File: src/sml_pkg.sv
`timescale 1ns / 1ps
// smooth l1 mean loss: shared types and constants
// no dependencies

package sml_pkg;

    localparam int DATA_W = 16;
    localparam int LOSS_W = 16;
    localparam int SUM_W  = 32;
    localparam int MEAN_W = 16;
    localparam int CNT_OUT_W = 17;

    localparam logic [SUM_W-1:0]  SUM_MAX  = '1;
    localparam logic [MEAN_W-1:0] MEAN_MAX = '1;

    typedef struct packed {
        logic signed [DATA_W-1:0] target_value;
        logic signed [DATA_W-1:0] predicted_value;
        logic                     last_element;
    } pair_t;

    typedef struct packed {
        logic [MEAN_W-1:0]    mean_loss;
        logic [CNT_OUT_W-1:0] element_count;
        logic                 count_overflow;
    } result_t;

    typedef struct packed {
        logic load;
        logic accum;
        logic div_start;
        logic capture;
    } sml_cmd_t;

    typedef struct packed {
        logic div_done;
    } sml_status_t;

endpackage

File: src/sml_div.sv
`timescale 1ns / 1ps
// iterative restoring divider, one quotient bit per cycle
// depends on sml_pkg

module sml_div
    import sml_pkg::*;
#(
    parameter int DIVISOR_W = 17
)
(
    input  logic                 clk,
    input  logic                 rst_n,
    input  logic                 start,
    input  logic [SUM_W-1:0]     dividend,
    input  logic [DIVISOR_W-1:0] divisor,
    output logic [SUM_W-1:0]     quotient,
    output logic                 done
);

    localparam int STEP_W = $clog2(SUM_W);
    localparam logic [STEP_W-1:0] LAST_STEP = STEP_W'(SUM_W - 1);

    logic [DIVISOR_W-1:0] rem_reg, rem_next;
    logic [SUM_W-1:0]     quo_reg, quo_next;
    logic [STEP_W-1:0]    step_reg, step_next;
    logic                 busy_reg, busy_next;
    logic                 done_reg, done_next;

    logic [DIVISOR_W:0] rem_shift;
    logic [DIVISOR_W:0] rem_diff;
    logic               fits;

    assign rem_shift = {rem_reg, quo_reg[SUM_W-1]};
    assign rem_diff  = rem_shift - {1'b0, divisor};
    assign fits      = (rem_shift >= {1'b0, divisor});

    always_comb
    begin
        rem_next  = rem_reg;
        quo_next  = quo_reg;
        step_next = step_reg;
        busy_next = busy_reg;
        done_next = done_reg;
        if (start)
        begin
            rem_next  = '0;
            quo_next  = dividend;
            step_next = '0;
            busy_next = 1'b1;
            done_next = 1'b0;
        end
        else if (busy_reg)
        begin
            rem_next  = fits ? rem_diff[DIVISOR_W-1:0] : rem_shift[DIVISOR_W-1:0];
            quo_next  = {quo_reg[SUM_W-2:0], fits};
            step_next = step_reg + 1'b1;
            if (step_reg == LAST_STEP)
            begin
                busy_next = 1'b0;
                done_next = 1'b1;
            end
        end
    end

    always_ff @(posedge clk or negedge rst_n)
    begin
        if (!rst_n)
        begin
            busy_reg <= 1'b0;
            done_reg <= 1'b0;
            step_reg <= '0;
        end
        else
        begin
            busy_reg <= busy_next;
            done_reg <= done_next;
            step_reg <= step_next;
        end
    end

    always_ff @(posedge clk)
    begin
        rem_reg <= rem_next;
        quo_reg <= quo_next;
    end

    assign quotient = quo_reg;
    assign done     = done_reg;

endmodule

File: src/sml_dp.sv
`timescale 1ns / 1ps
// datapath: per-pair loss, saturating accumulator, pair counter, mean and result register
// depends on sml_pkg and sml_div

module sml_dp
    import sml_pkg::*;
#(
    parameter int MAX_ELEMENTS = 65536,
    parameter int FRAC_BITS    = 8
)
(
    input  logic        clk,
    input  logic        rst_n,
    input  sml_cmd_t    cmd,
    output sml_status_t status,
    input  pair_t       pair_data,
    output result_t     loss_data
);

    localparam int CNT_W = $clog2(MAX_ELEMENTS + 1);
    localparam int EXT_W = (CNT_W > CNT_OUT_W) ? CNT_W : CNT_OUT_W;
    localparam logic [CNT_W-1:0]  CNT_MAX  = CNT_W'(MAX_ELEMENTS);
    localparam logic [DATA_W:0]   FIX_ONE  = (DATA_W + 1)'(64'd1 << FRAC_BITS);
    localparam logic [LOSS_W-1:0] FIX_HALF = LOSS_W'(64'd1 << (FRAC_BITS - 1));

    // per-pair loss
    logic signed [DATA_W:0]   diff;
    logic        [DATA_W:0]   diff_abs;
    logic        [DATA_W-1:0] mag;
    logic        [2*DATA_W-1:0] square;
    logic        [LOSS_W-1:0] loss_next;
    logic        [LOSS_W-1:0] loss_reg;

    assign diff     = (DATA_W + 1)'(pair_data.predicted_value)
                    - (DATA_W + 1)'(pair_data.target_value);
    assign diff_abs = diff[DATA_W] ? (DATA_W + 1)'(-diff) : (DATA_W + 1)'(diff);
    assign mag      = diff_abs[DATA_W-1:0];
    assign square   = (2 * DATA_W)'(mag) * (2 * DATA_W)'(mag);

    always_comb
    begin
        if ({1'b0, mag} < FIX_ONE)
            loss_next = LOSS_W'(square >> (FRAC_BITS + 1));
        else
            loss_next = mag - FIX_HALF;
    end

    always_ff @(posedge clk)
    begin
        if (cmd.load)
            loss_reg <= loss_next;
    end

    // accumulator
    logic [SUM_W-1:0] sum_reg, sum_next;
    logic [CNT_W-1:0] count_reg, count_next;
    logic             ovf_reg, ovf_next;
    logic [SUM_W:0]   sum_wide;

    assign sum_wide = {1'b0, sum_reg} + (SUM_W + 1)'(loss_reg);

    always_comb
    begin
        sum_next   = sum_reg;
        count_next = count_reg;
        ovf_next   = ovf_reg;
        if (cmd.capture)
        begin
            sum_next   = '0;
            count_next = '0;
            ovf_next   = 1'b0;
        end
        else if (cmd.accum)
        begin
            if (count_reg == CNT_MAX)
                ovf_next = 1'b1;
            else
            begin
                sum_next   = sum_wide[SUM_W] ? SUM_MAX : sum_wide[SUM_W-1:0];
                count_next = count_reg + 1'b1;
            end
        end
    end

    always_ff @(posedge clk or negedge rst_n)
    begin
        if (!rst_n)
        begin
            sum_reg   <= '0;
            count_reg <= '0;
            ovf_reg   <= 1'b0;
        end
        else
        begin
            sum_reg   <= sum_next;
            count_reg <= count_next;
            ovf_reg   <= ovf_next;
        end
    end

    // mean
    logic [SUM_W-1:0] quotient;
    logic             div_done;

    sml_div #(
        .DIVISOR_W (CNT_W)
    ) u_div (
        .clk      (clk),
        .rst_n    (rst_n),
        .start    (cmd.div_start),
        .dividend (sum_reg),
        .divisor  (count_reg),
        .quotient (quotient),
        .done     (div_done)
    );

    assign status.div_done = div_done;

    logic [MEAN_W-1:0] mean;
    logic [EXT_W-1:0]  count_ext;

    always_comb
    begin
        if (count_reg == '0)
            mean = '0;
        else if (|quotient[SUM_W-1:MEAN_W])
            mean = MEAN_MAX;
        else
            mean = quotient[MEAN_W-1:0];
    end

    assign count_ext = EXT_W'(count_reg);

    result_t result_reg;

    always_ff @(posedge clk)
    begin
        if (cmd.capture)
        begin
            result_reg.mean_loss      <= mean;
            result_reg.element_count  <= count_ext[CNT_OUT_W-1:0];
            result_reg.count_overflow <= ovf_reg;
        end
    end

    assign loss_data = result_reg;

endmodule

File: src/sml_ctrl.sv
`timescale 1ns / 1ps
// controller: input handshake, pair stage, end-of-set sequence, output beat valid
// depends on sml_pkg

module sml_ctrl
    import sml_pkg::*;
(
    input  logic        clk,
    input  logic        rst_n,
    input  logic        pair_valid,
    output logic        pair_stall,
    input  logic        last_element,
    output logic        loss_valid,
    input  logic        loss_stall,
    output sml_cmd_t    cmd,
    input  sml_status_t status
);

    localparam logic [1:0] ST_RUN  = 2'd0;
    localparam logic [1:0] ST_FIN  = 2'd1;
    localparam logic [1:0] ST_LOAD = 2'd2;
    localparam logic [1:0] ST_DIV  = 2'd3;

    logic [1:0] state_reg, state_next;
    logic       stage_valid_reg, stage_valid_next;
    logic       out_valid_reg, out_valid_next;
    logic       accept;
    logic       slot_free;

    assign pair_stall = (state_reg != ST_RUN);
    assign accept     = pair_valid && !pair_stall;
    assign slot_free  = !out_valid_reg || !loss_stall;

    always_comb
    begin
        state_next       = state_reg;
        cmd.load         = accept;
        cmd.accum        = stage_valid_reg;
        cmd.div_start    = 1'b0;
        cmd.capture      = 1'b0;
        stage_valid_next = accept;
        unique case (state_reg)
            ST_RUN:
            begin
                if (accept && last_element)
                    state_next = ST_FIN;
            end
            ST_FIN:
            begin
                state_next = ST_LOAD;
            end
            ST_LOAD:
            begin
                cmd.div_start = 1'b1;
                state_next    = ST_DIV;
            end
            ST_DIV:
            begin
                if (status.div_done && slot_free)
                begin
                    cmd.capture = 1'b1;
                    state_next  = ST_RUN;
                end
            end
            default:
            begin
                state_next = ST_RUN;
            end
        endcase
    end

    always_comb
    begin
        if (cmd.capture)
            out_valid_next = 1'b1;
        else
            out_valid_next = out_valid_reg && loss_stall;
    end

    always_ff @(posedge clk or negedge rst_n)
    begin
        if (!rst_n)
        begin
            state_reg       <= ST_RUN;
            stage_valid_reg <= 1'b0;
            out_valid_reg   <= 1'b0;
        end
        else
        begin
            state_reg       <= state_next;
            stage_valid_reg <= stage_valid_next;
            out_valid_reg   <= out_valid_next;
        end
    end

    assign loss_valid = out_valid_reg;

endmodule

File: src/smooth_l1_mean_loss_unit.sv
`timescale 1ns / 1ps
// smooth l1 (beta 1.0) mean loss unit, top level
// depends on sml_pkg, sml_ctrl, sml_dp
//
// usage:
//   pair channel (pair_valid, pair_stall, pair_data) carries one target and predicted
//   value per beat, signed fixed point with FRAC_BITS fraction bits, plus a last flag.
//   loss channel (loss_valid, loss_stall, loss_data) gives one beat per set: the
//   truncated mean loss, the pair count and a flag set when the count saturated
//   at MAX_ELEMENTS.
//   pairs without the last flag are taken one per cycle; the loss of a pair is
//   registered, then added to the saturating sum in the following cycle.
//   a pair with the last flag closes the set: pair_stall rises while the unit adds
//   the last loss, loads the divider, runs the bit-serial divider and stores the
//   result in the output register, which then presents the result beat.
//   the 32-step divider sets the per-set cost.
//   the result sits in an output register; while loss_stall is high it holds, and
//   the next set keeps accumulating. a later set that finishes waits at the
//   divider until the held beat is taken.
//   reset clears the sum, the count, the overflow flag and all valid bits.

module smooth_l1_mean_loss_unit
    import sml_pkg::*;
#(
    parameter int MAX_ELEMENTS = 65536,
    parameter int FRAC_BITS    = 8
)
(
    input  logic    clk,
    input  logic    rst_n,
    input  logic    pair_valid,
    output logic    pair_stall,
    input  pair_t   pair_data,
    output logic    loss_valid,
    input  logic    loss_stall,
    output result_t loss_data
);

    sml_cmd_t    cmd;
    sml_status_t status;

    sml_ctrl u_ctrl (
        .clk          (clk),
        .rst_n        (rst_n),
        .pair_valid   (pair_valid),
        .pair_stall   (pair_stall),
        .last_element (pair_data.last_element),
        .loss_valid   (loss_valid),
        .loss_stall   (loss_stall),
        .cmd          (cmd),
        .status       (status)
    );

    sml_dp #(
        .MAX_ELEMENTS (MAX_ELEMENTS),
        .FRAC_BITS    (FRAC_BITS)
    ) u_dp (
        .clk       (clk),
        .rst_n     (rst_n),
        .cmd       (cmd),
        .status    (status),
        .pair_data (pair_data),
        .loss_data (loss_data)
    );

endmodule

File: config.mk
export PLATFORM = sky130hd
export DESIGN_NAME = smooth_l1_mean_loss_unit
export DESIGN_NICKNAME = d
export VERILOG_FILES = /design/src/sml_pkg.sv /design/src/sml_div.sv /design/src/sml_dp.sv /design/src/sml_ctrl.sv /design/src/smooth_l1_mean_loss_unit.sv
export SDC_FILE = /design/constraint.sdc
export NUM_CORES = 1
export LEC_CHECK = 0
export BUFFER_PORTS_ARGS = -buffer_cell sky130_fd_sc_hd__buf_2
export CAP_MARGIN = 30
export CORE_MARGIN = 2
export CORE_UTILIZATION = 35
export CTS_CLUSTER_SIZE = 24
export DETAILED_ROUTE_END_ITERATION = 10
export PLACE_DENSITY = 0.49
export SYNTH_ARGS = -nofsm -noshare
export SYNTH_HDL_FRONTEND = slang
export SYNTH_SLANG_ARGS = --single-unit
File: constraint.sdc
create_clock -name clk -period 5.4 [get_ports clk]
set_clock_uncertainty 0.05 [all_clocks]
set_input_delay 0.54 -clock clk [delete_from_list [all_inputs] [get_ports clk]]
set_output_delay 0.54 -clock clk [all_outputs]
set_load 0.03 [all_outputs]
==> results.cfg <==
[synth]
synth_flop_cell = sky130_fd_sc_hd__edfxtp_1
yosys_register_bits = 160
synth_cells = 1645
synth.avg_cell_area_um2 = 9.51
yosysSeqAreaShare_pct = 27.7
yosys.area.top_type = sky130_fd_sc_hd__fa_1
synth_warnings = 0
async_reset_ff_share_pct = 38.1
synthDistinctLibCells = 74
synth_top_cell_area_share_pct = 19.2
syn_area_mm2 = 0.0156
synthTopCellsByArea = sky130_fd_sc_hd__fa_1 19%, sky130_fd_sc_hd__edfxtp_1 16%, sky130_fd_sc_hd__ha_1 10%
number_of_synthesized_flops_with_an_enable_pin = 82
synth_nets = 1962

[timing]
final_min_period_over_clock_period_pct = 149
maxSlewViolCount = 0
timing.fmax_ghz = 0.124
worst_slack_ns = -2.66
rsz0062_at_grt = true
hold_viol_final = 0
maxSlewHeadroom_pct = 34.8
period_needed_ns = 8.06
tightest_slew_ns = 0.974
setup-violations-final = 16

[clock_tree]
clock-sinks = 160
htree_levels = 4
cts_inserted_buffers = 17
clock_tree.root_cell = sky130_fd_sc_hd__clkbuf_16
cts_tree = done
clock_latency_ns = 0.43
clk_path_buf_depth = 2
cts.clk_slew.worst_paths_ns = 0.06

[worst_setup_path]
critPathMaxStageDelay_ns = 0.54
timing.critical_path.to_type = flip-flop
maximum_fanout_along_the_worst_path = 5
timing.critical_path.arrival_ns = 8.18
worst-endpoint-required_ns = 5.52
critical-path-slowest-cell = sky130_fd_sc_hd__fa_1
criticalPathCategory = in -> reg
cp_common_cell = sky130_fd_sc_hd__fa_1
crit_path_start_kind = primary input

[global_route]
wire_length_of_the_first_global_routing_pass_um = 64200
number_of_global_route_vias_before_repair = 12900
pin_count_of_the_biggest_net_entering_global_routing = 62
initial_antenna_violation_count = 0
globalRouteTotalUtil_pct = 17.0
globalRouteOverflowTotal = 0

[placement]
dp.final_hpwl_um = 30800
place_congestion = 0.835
pre_cts_slack_ns = -3.34
placement.io_buffers = 72

[routing]
routed-via-count = 12200
detailedRoute.firstPassIterationCount = 5
wl_per_cell_um = 14.9
drc = 0
drtAntennaViolNets = 0
via_per_inst = 4.79
drt-initial-drc-count = 396
drt_wl_total_um = 37700

[floorplanning]
die-area_mm2 = 0.0464
design.core.area_mm2 = 0.0441
ios = 73
die_w_um = 215
die_h_um = 215
floorplan.initialDensity_pct = 35.4
row_count = 77

[status]
outcome = complete, but fails checks
violations = setup timing

[hold_path]
worstHoldPathType = in -> async

[job]
drv.max_cap_violation_count = 0

[final_layout]
layout.cells.most_common_list = 263 x sky130_fd_sc_hd__inv_1, 228 x sky130_fd_sc_hd__buf_4, 149 x sky130_fd_sc_hd__nor2_1
mostFrequentLayoutCell = sky130_fd_sc_hd__inv_1
final_core_utilization_pct = 45.3
number_of_flip_flops_under_the_largest_register_name = 34
antennaDiodeCount = 0
finish.net_count = 2252
post_synthesis_to_final_layout_area_growth_pct = 27.8
fraction_of_final_layout_cells_with_drive_strength_greater_than_1_pct = 27.7
==> kinds of logic after synthesis <==
family | after synthesis | share of synthesized area, %
AOI/OAI and AO/OA | 256 | 10.8
adders and majority gates | 280 | 29.6
DFF | 160 | 27.7
xor gates and xnor gates | 93 | 5.26
muxes | 67 | 4.56
and+or+nand+nor | 456 | 14.0
buffers and inverters | 333 | 8.05
==> cells in the mapped netlist (8+ instances only) <==
library cell,number
sky130_fd_sc_hd__dfxtp_1,17
sky130_fd_sc_hd__o21ai_0,58
sky130_fd_sc_hd__nor3_1,36
sky130_fd_sc_hd__nand2b_1,29
sky130_fd_sc_hd__o21a_1,12
sky130_fd_sc_hd__dfrtp_1,61
sky130_fd_sc_hd__mux2i_1,33
sky130_fd_sc_hd__and3_1,18
sky130_fd_sc_hd__or2_2,10
sky130_fd_sc_hd__nand4_1,19
sky130_fd_sc_hd__a211oi_1,25
sky130_fd_sc_hd__nor2b_1,10
sky130_fd_sc_hd__nor4_1,8
sky130_fd_sc_hd__a21o_1,25
sky130_fd_sc_hd__inv_1,284
sky130_fd_sc_hd__mux2_2,34
sky130_fd_sc_hd__clkbuf_1,39
sky130_fd_sc_hd__a21oi_1,57
sky130_fd_sc_hd__xor2_1,29
sky130_fd_sc_hd__fa_1,150
sky130_fd_sc_hd__and2_1,14
sky130_fd_sc_hd__nand2_1,89
sky130_fd_sc_hd__xnor2_1,63
sky130_fd_sc_hd__ha_1,130
sky130_fd_sc_hd__nor2_1,174
sky130_fd_sc_hd__edfxtp_1,82
sky130_fd_sc_hd__a31oi_1,21
sky130_fd_sc_hd__nand3_1,25
==> repair_timing <==
item	4_1_cts	5_1_grt
gates resized for setup	42	72
pin swaps	40	76
setup endpoints to repair	16	16
hold buffers	0	0
buffers inserted	12	15
==> per-layer routing <==
layer  track usage, %  share of wire, %  vias to the layer above
met2             31.1                51                      147
met1             21.4                45                     5911
met4             4.11               1.5                        0
met5                0                 0                        -
li1                 -                 -                     6072
met3             1.99               2.1                       36
==> worst max-delay path: cells and delay by family <==
kind                     cells  cell delay [ns]
multiplexers                 1             0.09
adder cells (fa/ha/maj)      9             3.58
XOR/XNOR                     3             0.39
buffers and inverters        8             0.74
AND/OR/NAND/NOR              6             1.43
AO/OA/AOI/OAI                7             1.39
==> path summary, 6_finish.rpt <==
path	start	end	slack [ns]	cells after the start
max	pair_data[1]	u_dp.loss_reg[15]	-2.66	34
min	rst_n	u_dp.count_ext[13]	0.25	2
max reg2reg	u_dp.count_ext[0]	u_dp.u_div.rem_reg[13]	0.86	14
min reg2reg	u_dp.ovf_reg	u_dp.loss_data[0]	0.42	0
max in group asynchronous	rst_n	u_dp.sum_reg[11]	4.47	2
min in group clk	u_dp.ovf_reg	u_dp.loss_data[0]	0.42	0
==> final cells by class <==
| cell class | count | area (um2) |
|---|---|---|
| Fill cell | 4310 | 24100 |
| Sequential cell | 160 | 4330 |
| Inverter | 285 | 1090 |
| Clock inverter | 10 | 138 |
| Timing Repair Buffer | 319 | 2310 |
| Tap cell | 592 | 741 |
| Clock buffer | 22 | 454 |
| Multi-Input combinational cell | 1152 | 10900 |
==> per-stage QoR <==
stage,cells,TNS (ns),hold WS (ns),instance area (um2)
finish,2540,-34.52,0.247,20000
global route,2540,-39.60,0.326,20000
CTS,2526,-34.74,0.271,19500
detailed placement,2483,-45.76,0.405,18700
global placement,2483,-44.85,0.401,18700
floorplan,1645,-36.98,0.194,16200
Power is left out: the tool's default activity adds up to more than one toggle a clock period on the data nets, which glitch-free logic cannot reach.
